==> src/hdl/pocx_pkg.sv <==
// ----------------------------------------------------------------------------
// pocx_pkg
// shared types and constants of the order crossover core
// ----------------------------------------------------------------------------
`default_nettype none

package pocx_pkg;

    localparam int GENE_W     = 6;
    localparam int GENE_SPACE = 64;
    localparam int CUT_W      = 7;

    typedef logic [GENE_W-1:0] t_gene;
    typedef logic [CUT_W-1:0]  t_cut;

    // per-cycle command from the sequencer to one child builder
    typedef struct packed {
        logic  clear;
        logic  prefix_wr;
        logic  append_req;
        t_gene prefix_gene;
        t_gene append_gene;
    } t_child_ctrl;

endpackage

`default_nettype wire

==> src/hdl/pocx_if.sv <==
// ----------------------------------------------------------------------------
// pocx channel interfaces
// valid/ready channels for parent gene pairs and child gene pairs
// ----------------------------------------------------------------------------
`default_nettype none

interface pocx_in_if
    import pocx_pkg::*;
();
    logic  valid;
    logic  ready;
    t_gene first_parent_gene;
    t_gene second_parent_gene;
    t_cut  cut_point;
    logic  last_gene;

    modport source (
        output valid, first_parent_gene, second_parent_gene, cut_point, last_gene,
        input  ready
    );
    modport sink (
        input  valid, first_parent_gene, second_parent_gene, cut_point, last_gene,
        output ready
    );
endinterface

interface pocx_out_if
    import pocx_pkg::*;
();
    logic  valid;
    logic  ready;
    t_gene first_child_gene;
    logic  first_child_valid;
    t_gene second_child_gene;
    logic  second_child_valid;
    logic  last_child_gene;

    modport source (
        output valid, first_child_gene, first_child_valid, second_child_gene,
               second_child_valid, last_child_gene,
        input  ready
    );
    modport sink (
        input  valid, first_child_gene, first_child_valid, second_child_gene,
               second_child_valid, last_child_gene,
        output ready
    );
endinterface

`default_nettype wire

==> src/hdl/pocx_child.sv <==
// ----------------------------------------------------------------------------
// pocx_child
// builds one child: seen bits, fill length and gene memory
// ----------------------------------------------------------------------------
`default_nettype none

module pocx_child
    import pocx_pkg::*;
#(
    parameter int MAX_GENES = 64
) (
    input  wire logic                               i_clk,
    input  wire logic                               i_rst_n,
    input  wire t_child_ctrl                        i_ctrl,
    input  wire logic [$clog2(MAX_GENES+1)-1:0]     i_limit,
    input  wire logic [$clog2(MAX_GENES)-1:0]       i_rd_addr,
    output logic [$clog2(MAX_GENES+1)-1:0]          o_len,
    output t_gene                                   o_rd_gene
);

    localparam int IDX_W = $clog2(MAX_GENES);
    localparam int CNT_W = $clog2(MAX_GENES + 1);

    logic [GENE_SPACE-1:0] r_seen;
    logic [CNT_W-1:0]      r_len;
    t_gene                 r_mem [MAX_GENES];
    t_gene                 r_rd_gene;

    logic  seen_hit;
    logic  room;
    logic  wr_en;
    t_gene wr_gene;

    assign seen_hit = r_seen[i_ctrl.append_gene];
    assign room     = r_len < i_limit;
    assign wr_en    = i_ctrl.prefix_wr | (i_ctrl.append_req & ~seen_hit & room);
    assign wr_gene  = i_ctrl.prefix_wr ? i_ctrl.prefix_gene : i_ctrl.append_gene;

    always_ff @(posedge i_clk) begin
        if (!i_rst_n) begin
            r_seen <= '0;
            r_len  <= '0;
        end else if (i_ctrl.clear) begin
            r_seen <= '0;
            r_len  <= '0;
        end else if (i_ctrl.prefix_wr) begin
            r_seen[i_ctrl.prefix_gene] <= 1'b1;
            r_len                      <= r_len + CNT_W'(1);
        end else if (i_ctrl.append_req && !seen_hit) begin
            // the gene counts as held even when the child is already full
            r_seen[i_ctrl.append_gene] <= 1'b1;
            if (room) begin
                r_len <= r_len + CNT_W'(1);
            end
        end
    end

    always_ff @(posedge i_clk) begin
        if (wr_en) begin
            r_mem[r_len[IDX_W-1:0]] <= wr_gene;
        end
        r_rd_gene <= r_mem[i_rd_addr];
    end

    assign o_len     = r_len;
    assign o_rd_gene = r_rd_gene;

endmodule

`default_nettype wire

==> src/hdl/permutation_order_crossover_core.sv <==
// ----------------------------------------------------------------------------
// permutation_order_crossover_core
// one-point order crossover of two parent permutations into two children
// sequence: parent pairs are loaded while the input is ready; after the last pair
//   the sequencer runs the prefix copy up to the cut, then the merge scan
// emit: each child pair goes through a child memory read followed by the output
//   register, where a stall holds it; the input is held off until done
// reset: synchronous active-low i_rst_n clears the sequencer, counters and seen
//   bits; gene memories are not cleared and are only read where written
// ----------------------------------------------------------------------------
`default_nettype none

module permutation_order_crossover_core
    import pocx_pkg::*;
#(
    parameter int MAX_GENES = 64
) (
    input  wire logic  i_clk,
    input  wire logic  i_rst_n,
    pocx_in_if.sink    i_in,
    pocx_out_if.source o_out
);

    localparam int IDX_W = $clog2(MAX_GENES);
    localparam int CNT_W = $clog2(MAX_GENES + 1);

    typedef enum logic [2:0] {
        S_LOAD,
        S_PREFIX,
        S_MERGE,
        S_EMIT_RD,
        S_EMIT_OUT
    } t_state;

    t_state           r_state;
    logic [CNT_W-1:0] r_cnt;       // positions loaded for the current pair
    t_cut             r_cut;       // cut point taken with the first transfer
    logic [CNT_W-1:0] r_n;         // loaded length of the finished pair
    logic [CNT_W-1:0] r_cut_sat;   // cut saturated to the loaded length
    logic [CNT_W-1:0] r_idx;       // scan / emit position
    logic             r_rd_valid;  // parent read data arrives this cycle
    logic             r_rd_prefix; // ... and belongs to the prefix pass
    logic             r_out_valid;
    logic             r_v1;
    logic             r_v2;
    logic             r_last;

    // parent gene memories
    t_gene r_p1_mem [MAX_GENES];
    t_gene r_p2_mem [MAX_GENES];
    t_gene r_p1_q;
    t_gene r_p2_q;

    logic             in_xfer;
    logic             out_xfer;
    logic             has_room;
    t_cut             n_held_cut;
    logic [CNT_W-1:0] n_count;
    logic [CNT_W-1:0] n_cut_sat;

    t_child_ctrl      c1_ctrl;
    t_child_ctrl      c2_ctrl;
    logic [CNT_W-1:0] c1_len;
    logic [CNT_W-1:0] c2_len;
    t_gene            c1_q;
    t_gene            c2_q;

    assign i_in.ready = (r_state == S_LOAD);
    assign in_xfer    = i_in.valid & i_in.ready;
    assign out_xfer   = r_out_valid & o_out.ready;

    // items past the capacity are dropped, but their last flag still counts
    assign has_room   = r_cnt < CNT_W'(MAX_GENES);
    assign n_held_cut = (r_cnt == '0) ? i_in.cut_point : r_cut;
    assign n_count    = has_room ? r_cnt + CNT_W'(1) : r_cnt;
    assign n_cut_sat  = (n_held_cut < CUT_W'(n_count)) ? CNT_W'(n_held_cut) : n_count;

    always_ff @(posedge i_clk) begin
        if (in_xfer && has_room) begin
            r_p1_mem[r_cnt[IDX_W-1:0]] <= i_in.first_parent_gene;
            r_p2_mem[r_cnt[IDX_W-1:0]] <= i_in.second_parent_gene;
        end
        r_p1_q <= r_p1_mem[r_idx[IDX_W-1:0]];
        r_p2_q <= r_p2_mem[r_idx[IDX_W-1:0]];
    end

    // sequencer: load, prefix copy, merge scan, emit
    always_ff @(posedge i_clk) begin
        if (!i_rst_n) begin
            r_state     <= S_LOAD;
            r_cnt       <= '0;
            r_cut       <= '0;
            r_n         <= '0;
            r_cut_sat   <= '0;
            r_idx       <= '0;
            r_rd_valid  <= 1'b0;
            r_rd_prefix <= 1'b0;
            r_out_valid <= 1'b0;
            r_v1        <= 1'b0;
            r_v2        <= 1'b0;
            r_last      <= 1'b0;
        end else begin
            unique case (r_state)
                S_LOAD: begin
                    if (in_xfer) begin
                        if (i_in.last_gene) begin
                            r_n       <= n_count;
                            r_cut_sat <= n_cut_sat;
                            r_cnt     <= '0;
                            r_cut     <= '0;
                            r_idx     <= '0;
                            r_state   <= S_PREFIX;
                        end else begin
                            r_cut <= n_held_cut;
                            r_cnt <= n_count;
                        end
                    end
                end
                S_PREFIX: begin
                    // each child copies its own parent up to the cut
                    if (r_idx < r_cut_sat) begin
                        r_rd_valid  <= 1'b1;
                        r_rd_prefix <= 1'b1;
                        r_idx       <= r_idx + CNT_W'(1);
                    end else begin
                        r_rd_valid <= 1'b0;
                        r_idx      <= '0;
                        r_state    <= S_MERGE;
                    end
                end
                S_MERGE: begin
                    // scan the other parent from the start, append what is new
                    if (r_idx < r_n) begin
                        r_rd_valid  <= 1'b1;
                        r_rd_prefix <= 1'b0;
                        r_idx       <= r_idx + CNT_W'(1);
                    end else begin
                        // the last read is absorbed by the children at this edge
                        r_rd_valid <= 1'b0;
                        r_idx      <= '0;
                        r_state    <= S_EMIT_RD;
                    end
                end
                S_EMIT_RD: begin
                    // child memories present r_idx in the next cycle
                    r_v1        <= r_idx < c1_len;
                    r_v2        <= r_idx < c2_len;
                    r_last      <= (r_idx + CNT_W'(1)) == r_n;
                    r_out_valid <= 1'b1;
                    r_state     <= S_EMIT_OUT;
                end
                S_EMIT_OUT: begin
                    if (out_xfer) begin
                        r_out_valid <= 1'b0;
                        if (r_last) begin
                            r_idx   <= '0;
                            r_state <= S_LOAD;
                        end else begin
                            r_idx   <= r_idx + CNT_W'(1);
                            r_state <= S_EMIT_RD;
                        end
                    end
                end
                default: begin
                    r_state <= S_LOAD;
                end
            endcase
        end
    end

    // child commands: the first child takes its prefix from the first parent
    // and merges the second; the second child the other way around
    always_comb begin
        c1_ctrl.clear       = in_xfer & i_in.last_gene;
        c1_ctrl.prefix_wr   = r_rd_valid & r_rd_prefix;
        c1_ctrl.append_req  = r_rd_valid & ~r_rd_prefix;
        c1_ctrl.prefix_gene = r_p1_q;
        c1_ctrl.append_gene = r_p2_q;

        c2_ctrl.clear       = in_xfer & i_in.last_gene;
        c2_ctrl.prefix_wr   = r_rd_valid & r_rd_prefix;
        c2_ctrl.append_req  = r_rd_valid & ~r_rd_prefix;
        c2_ctrl.prefix_gene = r_p2_q;
        c2_ctrl.append_gene = r_p1_q;
    end

    pocx_child #(
        .MAX_GENES (MAX_GENES)
    ) u_child1 (
        .i_clk     (i_clk),
        .i_rst_n   (i_rst_n),
        .i_ctrl    (c1_ctrl),
        .i_limit   (r_n),
        .i_rd_addr (r_idx[IDX_W-1:0]),
        .o_len     (c1_len),
        .o_rd_gene (c1_q)
    );

    pocx_child #(
        .MAX_GENES (MAX_GENES)
    ) u_child2 (
        .i_clk     (i_clk),
        .i_rst_n   (i_rst_n),
        .i_ctrl    (c2_ctrl),
        .i_limit   (r_n),
        .i_rd_addr (r_idx[IDX_W-1:0]),
        .o_len     (c2_len),
        .o_rd_gene (c2_q)
    );

    // result transfer; positions past a short child read as gene zero
    assign o_out.valid              = r_out_valid;
    assign o_out.first_child_gene   = r_v1 ? c1_q : '0;
    assign o_out.first_child_valid  = r_v1;
    assign o_out.second_child_gene  = r_v2 ? c2_q : '0;
    assign o_out.second_child_valid = r_v2;
    assign o_out.last_child_gene    = r_last;

endmodule

`default_nettype wire

==> src/flat_wrapper.sv <==
// flat-port wrapper written by rule: the top's interface ports become plain ports
module permutation_order_crossover_core_flat import pocx_pkg::*;
#(
    parameter int MAX_GENES = 64
)
  (i_clk, i_rst_n, i_in_valid, i_in_first_parent_gene, i_in_second_parent_gene, i_in_cut_point, i_in_last_gene, i_in_ready, o_out_valid, o_out_first_child_gene, o_out_first_child_valid, o_out_second_child_gene, o_out_second_child_valid, o_out_last_child_gene, o_out_ready);
  pocx_in_if i_in_i ();
  pocx_out_if o_out_i ();
  input  wire logic i_clk;
  input  wire logic i_rst_n;
  input wire logic [$bits(i_in_i.valid)-1:0] i_in_valid;
  input wire logic [$bits(i_in_i.first_parent_gene)-1:0] i_in_first_parent_gene;
  input wire logic [$bits(i_in_i.second_parent_gene)-1:0] i_in_second_parent_gene;
  input wire logic [$bits(i_in_i.cut_point)-1:0] i_in_cut_point;
  input wire logic [$bits(i_in_i.last_gene)-1:0] i_in_last_gene;
  output wire logic [$bits(i_in_i.ready)-1:0] i_in_ready;
  output wire logic [$bits(o_out_i.valid)-1:0] o_out_valid;
  output wire logic [$bits(o_out_i.first_child_gene)-1:0] o_out_first_child_gene;
  output wire logic [$bits(o_out_i.first_child_valid)-1:0] o_out_first_child_valid;
  output wire logic [$bits(o_out_i.second_child_gene)-1:0] o_out_second_child_gene;
  output wire logic [$bits(o_out_i.second_child_valid)-1:0] o_out_second_child_valid;
  output wire logic [$bits(o_out_i.last_child_gene)-1:0] o_out_last_child_gene;
  input wire logic [$bits(o_out_i.ready)-1:0] o_out_ready;
  assign i_in_i.valid = i_in_valid;
  assign i_in_i.first_parent_gene = i_in_first_parent_gene;
  assign i_in_i.second_parent_gene = i_in_second_parent_gene;
  assign i_in_i.cut_point = i_in_cut_point;
  assign i_in_i.last_gene = i_in_last_gene;
  assign i_in_ready = i_in_i.ready;
  assign o_out_valid = o_out_i.valid;
  assign o_out_first_child_gene = o_out_i.first_child_gene;
  assign o_out_first_child_valid = o_out_i.first_child_valid;
  assign o_out_second_child_gene = o_out_i.second_child_gene;
  assign o_out_second_child_valid = o_out_i.second_child_valid;
  assign o_out_last_child_gene = o_out_i.last_child_gene;
  assign o_out_i.ready = o_out_ready;
  permutation_order_crossover_core #(.MAX_GENES(MAX_GENES)) u_core (.i_clk(i_clk), .i_rst_n(i_rst_n), .i_in(i_in_i), .o_out(o_out_i));
endmodule
==> config.mk <==
export PLATFORM = sky130hd
export DESIGN_NAME = permutation_order_crossover_core_flat
export DESIGN_NICKNAME = d
export VERILOG_FILES = /design/src/hdl/pocx_pkg.sv /design/src/hdl/pocx_if.sv /design/src/hdl/pocx_child.sv /design/src/hdl/permutation_order_crossover_core.sv /design/src/flat_wrapper.sv
export SDC_FILE = /design/constraint.sdc
export NUM_CORES = 2
export LEC_CHECK = 0
export ABC_CLOCK_PERIOD_IN_PS = 4640
export BUFFER_PORTS_ARGS = -buffer_cell sky130_fd_sc_hd__buf_2
export CAP_MARGIN = 30
export CELL_PAD_IN_SITES_DETAIL_PLACEMENT = 0
export CELL_PAD_IN_SITES_GLOBAL_PLACEMENT = 1
export CORE_UTILIZATION = 56
export CTS_BUF_LIST = sky130_fd_sc_hd__clkbuf_16
export CTS_CLUSTER_SIZE = 10
export DETAILED_ROUTE_END_ITERATION = 6
export GPL_TIMING_DRIVEN = 0
export PLACE_DENSITY_LB_ADDON = 0.1
export SLEW_MARGIN = 20
export SYNTH_ARGS = -nofsm -noshare
export SYNTH_HDL_FRONTEND = slang
export SYNTH_SLANG_ARGS = --single-unit
==> constraint.sdc <==
create_clock -name i_clk -period 4.64 [get_ports i_clk]
set_input_delay 0.464 -clock i_clk [delete_from_list [all_inputs] [get_ports i_clk]]
set_output_delay 0.464 -clock i_clk [all_outputs]
set_load 0.02 [all_outputs]
* Yosys cells after proc, flatten, opt, wreduce, memory -nomap -nowiden
Memories as Yosys holds them, arrays and structs flattened. A register that Yosys moved wholly into a read port is not among the register bits. Cells that the tools add are included.
Cells by class: magnitude comparators 12, multiplexer cells 55, reductions and logical operators 25, $add $sub $neg 4, bitwise logic cells 19, eq/ne operators 12
Operators with widths (number):
- 64-bit 2-to-1 mux | 4
- 64-bit bitwise OR | 4
- 7-bit 2-to-1 mux | 17
- 7-bit < comparator | 7
- 7-bit by 1-bit adder with 7-bit output (second input constant) | 4
- 7-bit one-hot mux with 4 select lines | 1
- 6-bit 2-to-1 mux | 4
- 1-bit 2-to-1 mux | 15
- 3-bit 2-to-1 mux | 5
- 3-bit one-hot mux with 5 select lines | 1
- 6-bit by 7-bit < comparator with 1-bit output (second input constant) | 2
- 1-bit binary-select mux with 6-bit select | 2
- 1-bit demux with 6-bit select | 2
- 6-bit by 1-bit greater-or-equal comparator with 1-bit output (second input constant) | 2
- 2-bit nonzero test | 6
- 1-bit AND | 9
- 2-bit inequality test (second input constant) | 4
- 2-bit AND reduction | 4
- 7-bit == test | 1
- 7-bit zero test | 1
- 7-bit < comparator (second input constant) | 1
- 3-bit by 2-bit == test with 1-bit output (second input constant) | 2
- 2-bit by 1-bit inequality test with 1-bit output (second input constant) | 3
- 1-bit one-hot mux with 2 select lines | 3
- other kinds (13) | 23
Storage, ports and cells: register bits after elaboration 186, logic and storage cells 147, output and inout bits 17, memories 4, input port bits 24, bits in writable memories 1536
Memories:
- u_core.r_p1_mem | depth 64, bits a word 6, read ports 1, clocked after Yosys merged registers in 1, wr ports 1, line permutation_order_crossover_core.sv:49 | t_gene r_p1_mem [MAX_GENES];
- u_core.r_p2_mem | depth 64, bits a word 6, read ports 1, clocked after Yosys merged registers in 1, wr ports 1, line permutation_order_crossover_core.sv:50 | t_gene r_p2_mem [MAX_GENES];
- u_core.u_child1.r_mem | depth 64, bits a word 6, read ports 1, clocked after Yosys merged registers in 1, wr ports 1, line pocx_child.sv:26 | t_gene r_mem [MAX_GENES];
- u_core.u_child2.r_mem | depth 64, bits a word 6, read ports 1, clocked after Yosys merged registers in 1, wr ports 1, line pocx_child.sv:26

* Depth between registers and ports, before layout
depth after elaboration 8, gate-level depth with buffers 13, mapped depth without buffers 12

* Modules after synthesis
A second synthesis with hierarchy kept.
Second synthesis, totals: cell total of the unflattened synthesis 3805, area, all modules 70672.8 um^2
Modules (own cells, without submodules):
- permutation_order_crossover_core | sequential area each 24183.2 um^2, cells each 1570, area an instance 32825.2 um^2, instances 1
- pocx_child (u_core.u_child2) | sequential area each 13072.5 um^2, cells each 1126, area an instance 19030.8 um^2, instances 1
- pocx_child (u_core.u_child1) | sequential area each 13072.5 um^2, cells each 1109, area an instance 18816.8 um^2, instances 1

* Least setup slack after synthesis
OpenSTA, ideal clock, no wires.
path kind reg2reg, start register u_core.r_rd_valid, end memory u_core.u_child1.r_mem[0][2] in the netlist's numbering (data pin), arrival 3.377 ns, library setup time 0.702 ns, clock period less this slack 4.079 ns, path slack 0.561 ns, cell stages (with the launch flop) 5, data required time 3.938 ns, path buffers 2, path through dfxtp_1 nand2_1 clkbuf_1 clkbuf_1 o21ai_0
Between the ends: longest elaborated chain between the ends 2
RTL lines:
- start, declared | line permutation_order_crossover_core.sv:41 | logic r_rd_valid;
- start signal, assigned | line permutation_order_crossover_core.sv:96 | r_rd_valid <= 1'b0;
- start signal, assigned | line permutation_order_crossover_core.sv:122 | r_rd_valid <= 1'b1;
- start signal, assigned | line permutation_order_crossover_core.sv:126 | r_rd_valid <= 1'b0;
- 1-bit AND | line permutation_order_crossover_core.sv:175 | c1_ctrl.prefix_wr = r_rd_valid & r_rd_prefix;
- 6-bit 2-to-1 mux | line pocx_child.sv:37 | assign wr_gene = i_ctrl.prefix_wr ? i_ctrl.prefix_gene : i_ctrl.append_gene;
- named net u_core.u_child1.wr_gene[2] | line pocx_child.sv:32 | t_gene wr_gene;
- end, declared | line pocx_child.sv:26
The timed path passes the listed nets, and every way through them passes these cells.

* Worst setup path after layout
start register u_core.r_p2_q[1], read port of u_core.r_p2_mem, end memory u_core.u_child1.r_mem[63][2] in the netlist's numbering, enable pin
Between the ends: longest elaborated chain between the ends 8
RTL lines:
- start, declared | line permutation_order_crossover_core.sv:52 | t_gene r_p2_q;
- 1-bit binary-select mux with 6-bit select | line pocx_child.sv:34 | assign seen_hit = r_seen[i_ctrl.append_gene];
- 1-bit 2-to-1 mux (not written as such) | line pocx_child.sv:34
- 1-bit inverter | line pocx_child.sv:36 | assign wr_en = i_ctrl.prefix_wr | (i_ctrl.append_req & ~seen_hit & room);
- 1-bit AND (2 in series) | line pocx_child.sv:36
- 1-bit bitwise OR | line pocx_child.sv:36
- 1-bit 2-to-1 mux | line pocx_child.sv:59 | if (wr_en) begin
- 1-bit 2-to-1 mux (not written as such) | line pocx_child.sv:60 | r_mem[r_len[IDX_W-1:0]] <= wr_gene;
No other way between the ends. The select of a mux whose other input is x is not followed.

==> results by stage <==
Synthesis:
- Summing the areas of all fa, ha and maj instances in the mapped netlist gives 0.8298% of the synthesized area.
- The number of warnings issued by yosys is 0.
- The most used flip-flop cell after synthesis is edfxtp_1.
- The flop and latch count out of synthesis is 1746.
- The synthesized netlist devotes 4.035% of its cell area to simple gates.
- By instance count, the leading cell after synthesis is edfxtp_1.
- The synthesized design contains 1536 enable-type register cells.
- After synthesis, the share of flip-flops with an asynchronous set or reset is 0%.
- After Yosys synthesis, XOR and XNOR cells account for 0.2147% of the synthesized area.
- The net count after synthesis is 3664.
- By area, the combinational part of the netlist is dominated by multiplexers.
- After synthesis, the mean cell area works out to 19.30 sq um.
- By count the netlist is led by edfxtp_1 (1536), mux4_2 (517), nor2_1 (317), dfxtp_1 (210), clkbuf_1 (157).
- By area the synthesized netlist is led by edfxtp_1 (67%), mux4_2 (17%), dfxtp_1 (6.1%), nor2_1 (1.7%), a221oi_1 (0.86%).
- The synthesized-area fraction occupied by ao, oa, aoi and oai cells is 3.409%.
- Of the post-synthesis cell area, the part taken by muxes is 17.40%.
- In this run, distinct cell masters in the synthesized netlist total 71.
- Of the post-synthesis cell area, the dominant cell type holds 66.50%.
- The post-synthesis instance total is 3594.
- edfxtp_1 takes more of the synthesized area than any other cell.
- The cell area after technology mapping is 69360 sq um.
- The share of the yosys chip area belonging to registers is 72.56%.

STA:
- After layout, the worst setup slack is -0.07490 ns.
- The slew of the pin with the lowest slew margin is 1.277 ns.
- The final clock skew is 0.03412 ns.
- The post-route setup TNS is -1.606 ns.
- The number of max-slew violations in the final report is 0.
- The worst hold margin is 0.05521 ns.
- Based on the critical path, the design can be clocked at up to 0.2121 GHz.
- After layout, the worst path uses 101.6% of the clock period.
- The setup violation total in the final timing report is 55.
- The worst path in the final design needs a cycle of 4.715 ns, including I/O delays and setup.
- The relative slew slack is 14.90%.
- Setup repair after global routing could not meet its margin everywhere.
- The number of endpoints with negative hold slack in the final report came to 0.

Detailed routing:
- Dividing the detail-routed wire length by the instance count gives 33.09 microns.
- The highest layer touched by signal routing is met5.
- In the detailed route, the total length drawn on met2 is 87.53 mm.
- The routed design has 186.9 mm of wire.
- The count of TritonRoute iterations in the first routing pass is 6.
- After detailed routing, the number of remaining DRC violations is 0.
- Detailed routing placed a total of 17.88 mm of wire on met3.
- For this block, the initial DRC count from the detailed router was 4930.
- The residual antenna-violating net count after detailed routing is 0.
- The average via count per standard cell is 6.702.
- The via count is 37860.
- The detailed router put a total of 74.15 mm of wire on met1.

Clock tree:
- The root cell of the clock tree is clkbuf_16.
- At the later pin of the worst-skew pair, clock insertion delay measures 0.82 ns.
- The maximum level of the CTS H-tree is 4.
- In this run, CTS created clock tree buffers numbering 195.
- For this design, the sink count on the clock tree is 1746.
- The maximum count of clock buffers along a single path is 3.
- The clock tree from TritonCTS is yes.
- The clock transition at the registers of the reported paths is 0.06 ns.

Setup path:
- For the worst setup path, the data arrival time is 5.17 ns.
- The worst setup path is captured at a flip-flop.
- Measured in cells, the most critical reg-to-reg path has a length of 13.
- The largest fanout on the critical path is 10.
- The setup slack on the worst flop-to-flop path is -0.07 ns.
- Following the worst setup path forward leads to its endpoint at u_core.u_child1.r_mem[63][2]$_DFFE_PP_.
- The startpoint of the most critical setup path is u_core.r_p2_q[1]$_DFF_P_.
- The worst setup path is launched from a flip-flop.
- The critical path in this run is classified as reg -> reg.
- The worst flop-to-flop path startpoint is u_core.r_p2_q[1]$_DFF_P_.
- The worst path required time is 5.09 ns.
- The endpoint identified for the worst register-to-register timing path is u_core.u_child1.r_mem[63][2]$_DFFE_PP_.

Status:
- The checks that failed: negative setup slack.
- The flow ran to the end, but the final reports show violations.

Floorplan:
- The initial core utilization is 56.69%.
- The core region is 122400 sq um.
- From bottom edge to top edge, the die measures 353.9 microns.
- The initialized floorplan defines 128 standard-cell rows.
- During I/O placement, the number of pins put on the boundary was 41.
- The area of the die is 125300 sq um.
- From left edge to right edge, the die measures 353.9 microns.

Placement:
- Routability-driven placement finished with a final weighted congestion of 0.8927.
- The half-perimeter wire length after placement is 131.1 mm.
- The count of input and output buffers is 40.

Power and ir drop:
- For this design the static power due to leakage is 24.39 nW.
- The highest ir drop seen on vdd is 427.1 uV.
- Dividing total power by cell area gives a power density of 433.7 nW/um^2.

GRT:
- Entering global routing, the biggest net connects 65 pins.
- The first global-routing pass estimated 269.2 mm of wire.
- The total overflow left after global routing is 0.
- The via count of the first global-routing pass is 38070.
- Across every metal layer, demand over resource in global routing totals 30.31%.
- The number of antenna violations at the first check in global routing is 7.

Worst hold path:
- The type of the most critical hold path is in -> reg.

Final layout:
- The post-layout utilization of the core is 64.75%.
- The antenna cell count is 0.
- The count of nets after finishing is 4015.
- Cells with a size suffix above 1 make up 27.68% of the layout.
- The area added between synthesis and finish is 14.23%.

Flow run:
- The total of max-cap violations is 0.
[metal layers]
layer  GRT usage, %  vias up
li1               -    15450
met1          43.24    19910
met2          46.37     2139
met3          6.567      358
met4          11.72        6
met5              0        -
[cells in the final DEF, fill, tap and decap left out, types with 7 or more instances in the layout]
| master | n |
|---|---|
| o21ai_0 | 27 |
| nor2_4 | 39 |
| buf_2 | 73 |
| or4_4 | 7 |
| ha_1 | 46 |
| buf_6 | 61 |
| mux2_2 | 15 |
| and3_1 | 7 |
| and2_1 | 18 |
| buf_8 | 11 |
| a21o_1 | 12 |
| xnor2_1 | 9 |
| o22ai_1 | 77 |
| nor2_2 | 65 |
| clkbuf_1 | 137 |
| a22oi_1 | 10 |
| dfxtp_1 | 210 |
| clkinv_1 | 8 |
| nand3b_1 | 16 |
| nor3_1 | 20 |
| nand3_1 | 31 |
| or3_1 | 14 |
| nor2_1 | 213 |
| xor2_1 | 8 |
| clkbuf_2 | 17 |
| buf_16 | 11 |
| inv_1 | 99 |
| buf_4 | 28 |
| buf_12 | 14 |
| mux2i_1 | 18 |
| edfxtp_1 | 1536 |
| buf_1 | 28 |
| nand2b_1 | 17 |
| mux4_2 | 517 |
| clkbuf_16 | 198 |
| nand2_1 | 81 |
| a21oi_1 | 109 |
| a221oi_1 | 68 |
| nor2b_1 | 21 |
[final cells by class]
cell class | count | area [sq um]
clock inverters | 78 | 392.9
fillers | 8181 | 43130
repair buffers | 161 | 1790
well taps | 1625 | 2033
flip-flops and latches | 1746 | 50330
plain buffers | 220 | 934.6
inverters | 42 | 157.7
clock buffers | 198 | 4955
multi-input cells | 1579 | 18640
[through the flow]
step	area (sq um)	worst slack (ns)	power, mW	std cells
2_1_floorplan	69360	0.5606	19.79	3594
3_3_place_gp	71590	-3.041	21.01	5259
3_5_place_dp	73210	-0.5437	21.27	5364
4_1_cts	78880	-0.1780	34.45	5640
5_1_grt	79230	-0.08121	35.23	5649
6_report	79230	-0.07490	34.36	5649
[registers in the layout, summed over array words and instances (netlist names), 64 cells and up]
name	count
u_core.u_child2.r_seen	64
u_core.u_child1.r_seen	64
u_core.u_child2.r_mem	384
u_core.r_p1_mem	384
u_core.r_p2_mem	384
u_core.u_child1.r_mem	384
[worst max-delay path, cell delays in order (launching register included)]
cell and delay, ns:
dfxtp_1 0.46, buf_6 0.20, buf_2 0.27, buf_2 0.32
mux2i_1 0.23, o22ai_1 0.09, o31ai_1 0.39, nand4_2 0.20
nor4_4 0.45, a31oi_1 0.18, buf_2 0.21, or3_1 0.31
clkbuf_1 0.48, nor2_2 0.53
[cell families (layout without fill, tap and decap cells)]
group / count (synthesis) / in the layout
muxes: 553 / 553
AOI/OAI and AO/OA: 358 / 358
adders and majority gates: 46 / 46
DFF: 1746 / 1746
and+or+nand+nor: 605 / 605
buffers and inverters: 269 / 699
xor gates and xnor gates: 17 / 17
[worst min-delay path by stage]
stage / start / endpoint / slack (ns) / cells past startpoint
6_report: i_rst_n / u_core.r_state[0]$_SDFFE_PN0P_ / 0.06 / 3
3_5_place_dp: u_core.r_cut[0]$_SDFFE_PN0P_ / u_core.r_cut[0]$_SDFFE_PN0P_ / 0.46 / 2
4_1_cts: i_rst_n / u_core.r_state[0]$_SDFFE_PN0P_ / 0.004 / 3
3_3_place_gp: u_core.r_cut[0]$_SDFFE_PN0P_ / u_core.r_cut[0]$_SDFFE_PN0P_ / 0.44 / 2
5_1_grt: i_rst_n / u_core.r_state[0]$_SDFFE_PN0P_ / 0.05 / 3
2_1_floorplan: u_core.r_cut[0]$_SDFFE_PN0P_ / u_core.r_cut[0]$_SDFFE_PN0P_ / 0.43 / 2
[power breakdown]
group,internal (mW),total (mW),switching [mW]
clock network,7.55,13.4,5.81
registers,17.6,17.7,0.0895
logic,1.09,3.27,2.18
[timing repair]
item | CTS | global route
buffers inserted | 2 | 0
resized for setup | 98 | 52
endpoints found under the hold margin | 2 | 0
hold buffers | 1 | 0
pin swaps | 1 | 0
endpoints found under the setup margin | 557 | 473
(Power assumes the default switching activity.)
